`src/hdl/sipd_pkg.sv`:
```
`timescale 1ns / 1ps

package sipd_pkg;

    localparam int VALUE_W     = 32;
    localparam int MINW_W      = 6;
    localparam int CHAR_W      = 8;
    localparam int DIGIT_COUNT = 10;
    localparam int DIGIT_W     = 4;
    localparam int BCD_W       = DIGIT_COUNT * DIGIT_W;
    localparam int IDX_W       = $clog2(DIGIT_COUNT);
    localparam int CONV_STEPS  = VALUE_W;
    localparam int STEP_W      = $clog2(CONV_STEPS);
    localparam int TEXT_W      = 4;

    localparam logic [CHAR_W-1:0]  CHAR_ZERO  = 8'h30;
    localparam logic [CHAR_W-1:0]  CHAR_MINUS = 8'h2D;
    localparam logic [CHAR_W-1:0]  CHAR_SPACE = 8'h20;
    localparam logic [DIGIT_W-1:0] DABBLE_MIN = 4'd5;
    localparam logic [DIGIT_W-1:0] DABBLE_ADD = 4'd3;

    typedef enum logic [1:0] {
        ST_IDLE,
        ST_CONV,
        ST_PREP,
        ST_EMIT
    } sipd_state_t;

    typedef struct packed {
        logic load;
        logic shift;
        logic prep;
        logic emit;
    } sipd_cmd_t;

    typedef struct packed {
        logic conv_last;
        logic last_char;
        logic out_free;
    } sipd_sts_t;

endpackage

```
`src/hdl/sipd_in_if.sv`:
```
`timescale 1ns / 1ps

interface sipd_in_if;
    import sipd_pkg::*;

    logic                       valid;
    logic                       ready;
    logic signed [VALUE_W-1:0]  value;
    logic        [MINW_W-1:0]   min_width;

    modport source (output valid, output value, output min_width, input ready);
    modport sink   (input valid, input value, input min_width, output ready);
endinterface

```
`src/hdl/sipd_out_if.sv`:
```
`timescale 1ns / 1ps

interface sipd_out_if;
    import sipd_pkg::*;

    logic              valid;
    logic              ready;
    logic [CHAR_W-1:0] out_char;
    logic              last;

    modport source (output valid, output out_char, output last, input ready);
    modport sink   (input valid, input out_char, input last, output ready);
endinterface

```
`src/hdl/sipd_ctrl.sv`:
```
`timescale 1ns / 1ps

module sipd_ctrl (
    input  logic                clk,
    input  logic                rst_n,
    input  logic                in_valid,
    output logic                in_ready,
    input  sipd_pkg::sipd_sts_t sts,
    output sipd_pkg::sipd_cmd_t cmd
);
    import sipd_pkg::*;

    sipd_state_t state_reg;
    sipd_state_t state_next;

    always_ff @(posedge clk or negedge rst_n)
    begin
        if (!rst_n)
        begin
            state_reg <= ST_IDLE;
        end
        else
        begin
            state_reg <= state_next;
        end
    end

    always_comb
    begin
        state_next = state_reg;
        case (state_reg)
            ST_IDLE:
            begin
                if (in_valid)
                begin
                    state_next = ST_CONV;
                end
            end
            ST_CONV:
            begin
                if (sts.conv_last)
                begin
                    state_next = ST_PREP;
                end
            end
            ST_PREP:
            begin
                state_next = ST_EMIT;
            end
            ST_EMIT:
            begin
                if (sts.out_free && sts.last_char)
                begin
                    state_next = ST_IDLE;
                end
            end
            default:
            begin
                state_next = ST_IDLE;
            end
        endcase
    end

    always_comb
    begin
        in_ready  = 1'b0;
        cmd.load  = 1'b0;
        cmd.shift = 1'b0;
        cmd.prep  = 1'b0;
        cmd.emit  = 1'b0;
        case (state_reg)
            ST_IDLE:
            begin
                in_ready = 1'b1;
                cmd.load = in_valid;
            end
            ST_CONV:
            begin
                cmd.shift = 1'b1;
            end
            ST_PREP:
            begin
                cmd.prep = 1'b1;
            end
            ST_EMIT:
            begin
                cmd.emit = sts.out_free;
            end
            default:
            begin
                in_ready = 1'b0;
            end
        endcase
    end

endmodule

```
`src/hdl/sipd_dpath.sv`:
```
`timescale 1ns / 1ps

module sipd_dpath #(
    parameter int MAX_WIDTH = 32
) (
    input  logic                           clk,
    input  logic                           rst_n,
    input  logic signed [sipd_pkg::VALUE_W-1:0] value,
    input  logic [sipd_pkg::MINW_W-1:0]    min_width,
    input  sipd_pkg::sipd_cmd_t            cmd,
    output sipd_pkg::sipd_sts_t            sts,
    input  logic                           out_ready,
    output logic                           out_valid,
    output logic [sipd_pkg::CHAR_W-1:0]    out_char,
    output logic                           out_last
);
    import sipd_pkg::*;

    localparam int PW = $clog2(MAX_WIDTH + 1);

    logic [VALUE_W-1:0] mag_reg;
    logic [VALUE_W-1:0] mag_next;
    logic [BCD_W-1:0]   bcd_reg;
    logic [BCD_W-1:0]   bcd_next;
    logic [BCD_W-1:0]   bcd_adj;
    logic               neg_reg;
    logic               neg_next;
    logic [PW-1:0]      width_reg;
    logic [PW-1:0]      width_next;
    logic [STEP_W-1:0]  step_reg;
    logic [STEP_W-1:0]  step_next;
    logic [PW-1:0]      pad_reg;
    logic [PW-1:0]      pad_next;
    logic               sign_reg;
    logic               sign_next;
    logic [IDX_W-1:0]   idx_reg;
    logic [IDX_W-1:0]   idx_next;
    logic [CHAR_W-1:0]  char_reg;
    logic [CHAR_W-1:0]  char_next;
    logic               last_reg;
    logic               last_next;
    logic               valid_reg;
    logic               valid_next;

    logic [IDX_W-1:0]   top_idx;
    logic [TEXT_W-1:0]  text_len;
    logic [PW-1:0]      text_len_p;
    logic [DIGIT_W-1:0] cur_digit;

    // Add three to every digit of five or more before the shift.
    always_comb
    begin
        for (int d = 0; d < DIGIT_COUNT; d++)
        begin
            if (bcd_reg[d*DIGIT_W +: DIGIT_W] >= DABBLE_MIN)
            begin
                bcd_adj[d*DIGIT_W +: DIGIT_W] = bcd_reg[d*DIGIT_W +: DIGIT_W] + DABBLE_ADD;
            end
            else
            begin
                bcd_adj[d*DIGIT_W +: DIGIT_W] = bcd_reg[d*DIGIT_W +: DIGIT_W];
            end
        end
    end

    always_comb
    begin
        top_idx = '0;
        for (int d = 0; d < DIGIT_COUNT; d++)
        begin
            if (bcd_reg[d*DIGIT_W +: DIGIT_W] != '0)
            begin
                top_idx = IDX_W'(d);
            end
        end
    end

    assign text_len   = TEXT_W'(top_idx) + TEXT_W'(1) + TEXT_W'(neg_reg);
    assign text_len_p = PW'(text_len);
    assign cur_digit  = bcd_reg[idx_reg*DIGIT_W +: DIGIT_W];

    always_comb
    begin
        mag_next   = mag_reg;
        bcd_next   = bcd_reg;
        neg_next   = neg_reg;
        width_next = width_reg;
        step_next  = step_reg;
        pad_next   = pad_reg;
        sign_next  = sign_reg;
        idx_next   = idx_reg;
        char_next  = char_reg;
        last_next  = last_reg;
        valid_next = valid_reg && !out_ready;

        if (cmd.load)
        begin
            neg_next  = value[VALUE_W-1];
            mag_next  = value[VALUE_W-1] ? (VALUE_W'(0) - VALUE_W'(value)) : VALUE_W'(value);
            bcd_next  = '0;
            step_next = '0;
            if (int'(min_width) > MAX_WIDTH)
            begin
                width_next = PW'(MAX_WIDTH);
            end
            else
            begin
                width_next = PW'(min_width);
            end
        end

        if (cmd.shift)
        begin
            {bcd_next, mag_next} = {bcd_adj[BCD_W-2:0], mag_reg, 1'b0};
            step_next = step_reg + STEP_W'(1);
        end

        if (cmd.prep)
        begin
            idx_next  = top_idx;
            sign_next = neg_reg;
            if (width_reg > text_len_p)
            begin
                pad_next = width_reg - text_len_p;
            end
            else
            begin
                pad_next = '0;
            end
        end

        if (cmd.emit)
        begin
            valid_next = 1'b1;
            last_next  = 1'b0;
            if (pad_reg != '0)
            begin
                char_next = CHAR_SPACE;
                pad_next  = pad_reg - PW'(1);
            end
            else if (sign_reg)
            begin
                char_next = CHAR_MINUS;
                sign_next = 1'b0;
            end
            else
            begin
                char_next = CHAR_ZERO + CHAR_W'(cur_digit);
                last_next = (idx_reg == '0);
                if (idx_reg != '0)
                begin
                    idx_next = idx_reg - IDX_W'(1);
                end
            end
        end
    end

    always_ff @(posedge clk or negedge rst_n)
    begin
        if (!rst_n)
        begin
            valid_reg <= 1'b0;
            step_reg  <= '0;
            pad_reg   <= '0;
            sign_reg  <= 1'b0;
            idx_reg   <= '0;
        end
        else
        begin
            valid_reg <= valid_next;
            step_reg  <= step_next;
            pad_reg   <= pad_next;
            sign_reg  <= sign_next;
            idx_reg   <= idx_next;
        end
    end

    always_ff @(posedge clk)
    begin
        mag_reg   <= mag_next;
        bcd_reg   <= bcd_next;
        neg_reg   <= neg_next;
        width_reg <= width_next;
        char_reg  <= char_next;
        last_reg  <= last_next;
    end

    assign sts.conv_last = (step_reg == STEP_W'(CONV_STEPS - 1));
    assign sts.last_char = (pad_reg == '0) && !sign_reg && (idx_reg == '0);
    assign sts.out_free  = !valid_reg || out_ready;

    assign out_valid = valid_reg;
    assign out_char  = char_reg;
    assign out_last  = last_reg;

endmodule

```
`src/hdl/signed_int_to_padded_decimal.sv`:
```
`timescale 1ns / 1ps
// Flow: a request is accepted while idle, converted, and its field is sized before the first character on text.
// Conversion is 32 double-dabble shift steps, followed by the prep state that sizes the field.
// Each request emits 1 up to the larger of MAX_WIDTH and 11 characters; no new request is taken
// until its last character is emitted, since the request channel is ready only while idle.
// Reset: rst_n is asynchronous, active low; clears the controller and the output valid.

module signed_int_to_padded_decimal #(
    parameter int MAX_WIDTH = 32
) (
    input  logic        clk,
    input  logic        rst_n,
    sipd_in_if.sink     number,
    sipd_out_if.source  text
);
    import sipd_pkg::*;

    sipd_cmd_t cmd;
    sipd_sts_t sts;
    logic      in_ready;

    sipd_ctrl u_ctrl (
        .clk      (clk),
        .rst_n    (rst_n),
        .in_valid (number.valid),
        .in_ready (in_ready),
        .sts      (sts),
        .cmd      (cmd)
    );

    sipd_dpath #(
        .MAX_WIDTH (MAX_WIDTH)
    ) u_dpath (
        .clk       (clk),
        .rst_n     (rst_n),
        .value     (number.value),
        .min_width (number.min_width),
        .cmd       (cmd),
        .sts       (sts),
        .out_ready (text.ready),
        .out_valid (text.valid),
        .out_char  (text.out_char),
        .out_last  (text.last)
    );

    assign number.ready = in_ready;

endmodule

```
`src/flat_wrapper.sv`:
```
// flat-port wrapper written by rule: the top's interface ports become plain ports
module signed_int_to_padded_decimal_flat import sipd_pkg::*;
#(
    parameter int MAX_WIDTH = 32
)
  (clk, rst_n, number_valid, number_value, number_min_width, number_ready, text_valid, text_out_char, text_last, text_ready);
  sipd_in_if number_i ();
  sipd_out_if text_i ();
  input  logic clk;
  input  logic rst_n;
  input wire logic [$bits(number_i.valid)-1:0] number_valid;
  input wire logic [$bits(number_i.value)-1:0] number_value;
  input wire logic [$bits(number_i.min_width)-1:0] number_min_width;
  output wire logic [$bits(number_i.ready)-1:0] number_ready;
  output wire logic [$bits(text_i.valid)-1:0] text_valid;
  output wire logic [$bits(text_i.out_char)-1:0] text_out_char;
  output wire logic [$bits(text_i.last)-1:0] text_last;
  input wire logic [$bits(text_i.ready)-1:0] text_ready;
  assign number_i.valid = number_valid;
  assign number_i.value = number_value;
  assign number_i.min_width = number_min_width;
  assign number_ready = number_i.ready;
  assign text_valid = text_i.valid;
  assign text_out_char = text_i.out_char;
  assign text_last = text_i.last;
  assign text_i.ready = text_ready;
  signed_int_to_padded_decimal #(.MAX_WIDTH(MAX_WIDTH)) u_core (.clk(clk), .rst_n(rst_n), .number(number_i), .text(text_i));
endmodule
```
`config.mk`:
```
export PLATFORM = sky130hd
export DESIGN_NAME = signed_int_to_padded_decimal_flat
export DESIGN_NICKNAME = d
export VERILOG_FILES = /design/src/hdl/sipd_pkg.sv /design/src/hdl/sipd_in_if.sv /design/src/hdl/sipd_out_if.sv /design/src/hdl/sipd_ctrl.sv /design/src/hdl/sipd_dpath.sv /design/src/hdl/signed_int_to_padded_decimal.sv /design/src/flat_wrapper.sv
export SDC_FILE = /design/constraint.sdc
export NUM_CORES = 1
export LEC_CHECK = 0
export ABC_AREA = 0
export BUFFER_PORTS_ARGS = -buffer_cell sky130_fd_sc_hd__buf_2
export CAP_MARGIN = 20
export CORE_UTILIZATION = 50
export DETAILED_ROUTE_END_ITERATION = 12
export GPL_TIMING_DRIVEN = 0
export MAX_ROUTING_LAYER = met4
export PLACE_DENSITY = 0.68
export REMOVE_ABC_BUFFERS = 1
export SLEW_MARGIN = 0
export SYNTH_ARGS = -nofsm -noshare
export SYNTH_HDL_FRONTEND = slang
export SYNTH_SLANG_ARGS = --single-unit
```
`constraint.sdc`:
```
create_clock -name clk -period 5.8 [get_ports clk]
set_input_delay 0.58 -clock clk [delete_from_list [all_inputs] [get_ports clk]]
set_output_delay 0.58 -clock clk [all_outputs]
set_load 0.01 [all_outputs]
```
==> After elaboration in Yosys (flattened, before gate mapping) <==
Cells that the tools add are included.
{ "totals": {"ff_bits": 106, "input_bits": 42, "out_inout_bits": 11, "elab_cells": 127} }
{ "op_classes": {"add_sub_neg": 18, "n_lt_le_gt_ge": 12, "n_eq_ne": 7, "n_shift": 1, "n_mux": 50, "n_reduce_logical": 25} }
{ "ops": {"columns": ["op", "n"], "rows": [
  ["2-to-1 mux 32 bit", 3],
  ["2-to-1 mux 4 bit", 23],
  ["2-to-1 mux 40 bit", 2],
  [">= comparator 4 x 3 -> 1 bit (second input constant)", 10],
  ["nonzero test 4 bit", 10],
  ["variable part select 40 x 7 -> 4 bit", 1],
  ["adder 4 x 2 -> 4 bit (second input constant)", 9],
  ["subtractor 1 x 32 -> 32 bit (first input constant)", 1],
  ["2-to-1 mux 6 bit", 4],
  ["2-to-1 mux 1 bit", 11],
  ["2-to-1 mux 5 bit", 2],
  ["case mux 2 bit (4 select lines)", 1],
  ["adder 6 x 4 -> 7 bit (first input constant)", 1],
  ["greater-than comparator 6 x 4 -> 1 bit", 1],
  ["greater-than comparator 6 bit (second input constant)", 1],
  ["logical NOT 6 bit", 1],
  ["2-to-1 mux 2 bit", 3],
  ["nonzero test 6 bit", 1],
  ["subtractor 6 x 1 -> 6 bit (second input constant)", 1],
  ["subtractor 6 x 4 -> 6 bit", 1],
  ["adder 5 x 1 -> 5 bit (second input constant)", 1],
  ["equality test 5 bit (second input constant)", 1],
  ["adder 4 x 1 -> 4 bit", 1],
  ["adder 4 x 1 -> 4 bit (second input constant)", 1],
  ["other kinds (15)", 22]
]} }

==> Depth between registers and ports, before layout <==
{ "depth": {"word_depth": 17, "depth_mapped": 16, "ltp_nobuf": 16} }

==> Hierarchy <==
A second synthesis with hierarchy kept.
{ "unflattened": {"hier_cells": 659, "hier_area_um2": 6710.2} }
{ "modules_own_cells": {"columns": ["module", "n_inst", "cells_each", "area_per_inst_um2", "seq_area_each_um2"], "rows": [
  ["sipd_dpath", 1, 642, 6542.5, 2967.8],
  ["sipd_ctrl", 1, 17, 167.7, 50.0]
]} }

==> Worst setup path after synthesis <==
OpenSTA, ideal clock, no wires.
{ "synth_path": {"path_kind": "reg2reg", "from": "reg u_core.u_dpath.bcd_reg[8]", "to": "reg u_core.u_dpath.pad_reg[5]", "arrival_ns": 3.363, "setup_slack_ns": 2.303, "path_stages_with_launch": 17, "n_path_buf": 0, "period_less_slack_ns": 3.497, "cell_sequence": "edfxtp_1 inv_1 ha_1 or3b_2 o2111a_1 o21ai_0 a21oi_1 ha_1 inv_1 ha_1 inv_1 ha_1 nor2b_1 o211a_1 a2111oi_0 xnor2_1 o211ai_1"} }
{ "synth_via": {"elab_chain_len": 16, "elab_cells_between_ends": 17, "classes_between": "3 x add/sub; 1 x order compare; 12 x mux; 1 x reduce/logical"} }
{ "synth_rtl": {"columns": ["element", "line", "source"], "rows": [
  ["start, declared", "sipd_dpath.sv:23", "logic [BCD_W-1:0] bcd_reg;"],
  ["start signal, assigned", "sipd_dpath.sv:181", "bcd_reg <= bcd_next;"],
  ["nonzero test 4 bit (*)", "sipd_dpath.sv:71", "if (bcd_reg[d*DIGIT_W +: DIGIT_W] != '0)"],
  ["2-to-1 mux 4 bit (*) (8 in a row)", "sipd_dpath.sv:71", null],
  ["adder 4 x 1 -> 4 bit (*) (2 in a row)", "sipd_dpath.sv:78", "assign text_len = TEXT_W'(top_idx) + TEXT_W'(1) + TEXT_W'(neg_reg);"],
  ["subtractor 6 x 4 -> 6 bit / greater-than comparator 6 x 4 -> 1 bit (equally long branches)", "sipd_dpath.sv:124, sipd_dpath.sv:122", null],
  ["2-to-1 mux 6 bit (*)", "sipd_dpath.sv:122", "if (width_reg > text_len_p)"],
  ["2-to-1 mux 6 bit (*)", "sipd_dpath.sv:118", "if (cmd.prep)"],
  ["2-to-1 mux 6 bit", "sipd_dpath.sv:136", "if (pad_reg != '0)"],
  ["2-to-1 mux 6 bit (*)", "sipd_dpath.sv:132", "if (cmd.emit)"],
  ["named net u_core.u_dpath.pad_next[5]", "sipd_dpath.sv:33", "logic [PW-1:0] pad_next;"],
  ["end signal, assigned", "sipd_dpath.sv:172", "pad_reg <= pad_next;"],
  ["end, declared", "sipd_dpath.sv:32", "logic [PW-1:0] pad_reg;"]
]} }
Mark *: on every way through the listed nets, which the timed path passes. The rest lies on a longest branch.
A chain may end at the register's enable or synchronous reset.

==> Worst setup path after layout <==
{ "layout_path": {"from": "reg u_core.u_dpath.bcd_reg[8]", "to": "reg u_core.u_dpath.pad_reg[3]"} }
The elaborated chain is that of the path after synthesis.

==> flow_summary_export.csv <==
group,metric,value,unit
detailed_routing,antenna_violating_nets_post_route,0,
sta,layout_min_cycle_time,3.90,ns
die,core_area,13200,sq um
cts,cts_buffers,9,
logic_synthesis,post_synth_instance_area,6730,sq um
cts,clockRootBuffer,"sky130_fd_sc_hd__clkbuf_16",
detailed_routing,detail_route.vias_per_cell,5.58,
detailed_routing,firstDrtPassIters,5,
power,power.share.sequential,42.7,%
logic_synthesis,average_size_of_a_mapped_cell,10.1,sq um
detailed_routing,drt_first_iter_violations,302,
global_route,largest_net_degree_at_the_start_of_global_routing,95,
global_route,first_global_vias,4838,
power,power_frac_clock,15.3,%
cts,worstSkewPairLatency,0.36,ns
sta,timing.clock.skew,0.00793,ns
power,combPwrFrac,42.0,%
critical_path,timing.critical_path.required,6.01,ns
global_route,overflow,0,
die,floorplan.initialDensity,51.0,%
critical_path,critical_path_arrival,4.11,ns
final_layout,layout.nets,781,
logic_synthesis,synth-edff-count,84,
die,die-height,118,um
critical_path,path_class,"reg2reg",
place,dp.cells,867,
cts,cts-hold-fix-buffers,0,
detailed_routing,routedWlPerCell,14.9,um
die,die_area,13900,sq um
logic_synthesis,yosys.area_share.adder,7.00,%
critical_path,path_max_fanout,5,
sta,rsz0062_at_grt,"no",
global_route,first_pass_grt_wire_length,22700,um
die,die_w,118,um
cts,h_tree_levels,3,
hold_path,worst_min_delay_path_category,"in2async",
logic_synthesis,ys_seq_elements,104,
power,power.switching,1.50,mW
logic_synthesis,synth_cell_types,64,
final_layout,largest_register_ffs,40,
final_layout,antennaDiodeCount,0,
place,place_congestion,0.840,
logic_synthesis,synth_compound_area_share,13.8,%
power,peak_supply_drop,0.000250,V
critical_path,worstSetupEndpointType,"flip-flop",
logic_synthesis,synth-main-ff-cell,"sky130_fd_sc_hd__edfxtp_1",
sta,fmax,257,MHz
logic_synthesis,simple_gate_share_of_the_synthesized_area,18.6,%
power,fin_total_pwr,3.84,mW
sta,timing_hold_violations_final,0,
sta,final-max-slew-violation-count,0,
logic_synthesis,synth_sequential_area_ratio,44.9,%
sta,number_of_failing_setup_endpoints_in_the_final_timing_report,0,
sta,setup_tns,0,ns
place,preCtsSetupSlack,1.91,ns
detailed_routing,route.final.wire_length,13200,um
sta,final.setup.worst_slack,1.90,ns
place,port-buffer-count,49,
logic_synthesis,synth.yosys.warnings,0,
detailed_routing,post-route-drc-count,0,
final_layout,area_delta_synth_final,10.3,%
global_route,groute.usage.overall,20.9,%
power,internal_power_component,2.34,mW
final_layout,post_route_cells_drive_above_1_share,11.9,%
cts,clock_sinks,104,
logic_synthesis,yosys-mux-area-fraction,4.95,%
die,placement_rows,42,
global_route,grt_antenna_before_repair,0,
logic_synthesis,xor_xnor_share_of_the_synthesized_area,6.77,%
critical_path,worstSetupStartpointType,"flip-flop",
place,dp_hpwl,9310,um
power,total_leakage_power,2.90,nW
cts,cts_resized,0,
cts,clkSlewWorstSetupHoldPaths,0.06,ns
power,power.density_cell_area,517,nW/um^2
logic_synthesis,synthesis.instances,665,
outcome,outcome,"finished, final reports clean",
sta,layout_worst_path_cycle_share,67.2,%
cts,cts_max_path_buffers,2,
flow_run,cap_viol_max_count,0,
logic_synthesis,synthArstFlopShare,18.3,%
die,ioPinCount,53,
sta,timing.slew.headroom,42.0,%
cts,total_setup_buffers_inserted_after_cts,0,
final_layout,instances_no_fill,883,
logic_synthesis,main_combinational_cell_family_by_area_after_synthesis,"simple AND/OR/NAND/NOR gates",
power,power.switching_fraction,39.1,%
cts,tritoncts,"yes",
detailed_routing,via_count,4926,
sta,finalHoldWorstSlack,0.167,ns
sta,worstMarginPinSlew,0.869,ns
[power by group through the flow]
stage | Sequential, mW | Combinational, mW | Clock (mW)
3_3_place_gp | 1.66 | 1.52 | 0
5_1_grt | 1.70 | 1.82 | 0.632
3_5_place_dp | 1.65 | 1.61 | 0
4_1_cts | 1.64 | 1.63 | 0.604
2_1_floorplan | 1.58 | 1.22 | 0
6_report | 1.64 | 1.61 | 0.588
[kinds of logic after synthesis]
kind of cell,after synthesis
xor+xnor,52
flops,104
buf+inv,66
fa+ha+maj,37
compound gates,145
mux,23
other cells,2
simple gates,236
[final cells by class]
type / count / area (sq um)
repair buffers: 50 / 273
clock buffers: 13 / 272
flip-flops and latches: 104 / 3020
clock inverters: 3 / 15.0
multi-input cells: 496 / 3470
inverters: 41 / 154
well taps: 176 / 220
fillers: 1157 / 5770
[cell usage in the layout, fill, tap and decap left out, drive strengths merged, types with 13 or more instances in the layout]
cell,Yosys,final
ha,36,36
mux2i,13,13
clkbuf,18,13
a21oi,19,19
xnor2,19,19
inv,41,41
and2,24,24
nand2b,15,15
dfrtp,19,19
o31ai,14,14
nor2,28,28
nor3b,19,19
buf,7,50
xor2,33,33
edfxtp,84,84
o21ai,58,58
nand2,89,89
[cells in the mapped netlist (all sizes together) (3+ instances only)]
library cell | count | area (sq um)
a21boi | 11 | 82.6
a21oi | 19 | 95.1
a22oi | 4 | 30.0
a31oi | 3 | 18.8
and2 | 24 | 150
buf | 7 | 40.0
clkbuf | 18 | 67.6
dfrtp | 19 | 475
edfxtp | 84 | 2520
ha | 36 | 450
inv | 41 | 154
mux2i | 13 | 130
mux4 | 8 | 180
nand2 | 89 | 334
nand2b | 15 | 93.8
nand3 | 8 | 40.0
nand4 | 6 | 37.5
nand4b | 3 | 26.3
nor2 | 28 | 105
nor2b | 12 | 75.1
nor3 | 7 | 35.0
nor3b | 19 | 143
nor4 | 7 | 71.3
o211a | 3 | 30.0
o211ai | 3 | 22.5
o21ai | 58 | 290
o22ai | 3 | 18.8
o31a | 3 | 26.3
o31ai | 14 | 105
o41ai | 7 | 61.3
or3b | 4 | 37.5
or4 | 6 | 45.0
xnor2 | 19 | 166
xor2 | 33 | 289
[through the flow]
step	util [%]	area (sq um)
detailed placement	54.1	7130
global placement	53.7	7090
floorplan	-	6620
CTS	56.3	7420
finish	56.3	7420
global route	56.3	7420
[layer usage]
metal | vias up | wire [um] | share of wire [%] | global-route usage [%]
met4 | 0 | 210 | 1.6 | 6.57
met2 | 96 | 6380 | 48 | 34.2
met5 | - | 0 | 0 | -
li1 | 2465 | - | - | -
met1 | 2344 | 6110 | 46 | 26.1
met3 | 21 | 457 | 3.5 | 3.97
[final timing paths]
| kind | from | slack (ns) | end | depth (start not counted) |
|---|---|---|---|---|
| max reg2reg | u_core.u_dpath.bcd_reg[8]$_SDFFCE_PN0P_ | 1.90 | u_core.u_dpath.pad_reg[3]$_DFF_PN0_ | 16 |
| min in group clk | u_core.u_dpath.mag_reg[0]$_SDFFE_PP0P_ | 0.48 | u_core.u_dpath.mag_reg[0]$_SDFFE_PP0P_ | 2 |
| max in group asynchronous | rst_n | 5.32 | u_core.u_dpath.step_reg[0]$_DFFE_PN0P_ | 1 |
| max | u_core.u_dpath.bcd_reg[8]$_SDFFCE_PN0P_ | 1.90 | u_core.u_dpath.pad_reg[3]$_DFF_PN0_ | 16 |
| min reg2reg | u_core.u_dpath.mag_reg[0]$_SDFFE_PP0P_ | 0.48 | u_core.u_dpath.mag_reg[0]$_SDFFE_PP0P_ | 2 |
| min | rst_n | 0.17 | u_core.u_dpath.pad_reg[2]$_DFF_PN0_ | 1 |
[critical path, cell delays in order, from the launching register on]
cell and delay (ns):
sky130_fd_sc_hd__edfxtp_1 0.48, sky130_fd_sc_hd__inv_1 0.10, sky130_fd_sc_hd__ha_1 0.21, sky130_fd_sc_hd__or3b_2 0.48, sky130_fd_sc_hd__o2111a_1 0.28, sky130_fd_sc_hd__o21ai_0 0.24, sky130_fd_sc_hd__a21oi_1 0.13, sky130_fd_sc_hd__ha_1 0.23
sky130_fd_sc_hd__inv_1 0.05, sky130_fd_sc_hd__ha_1 0.14, sky130_fd_sc_hd__xnor2_1 0.14, sky130_fd_sc_hd__ha_1 0.31, sky130_fd_sc_hd__nor2b_1 0.15, sky130_fd_sc_hd__o21ai_0 0.24, sky130_fd_sc_hd__a21oi_1 0.17, sky130_fd_sc_hd__o21ai_1 0.24
sky130_fd_sc_hd__o221ai_1 0.16
No activity file was read; power rests on OpenSTA's default activity.
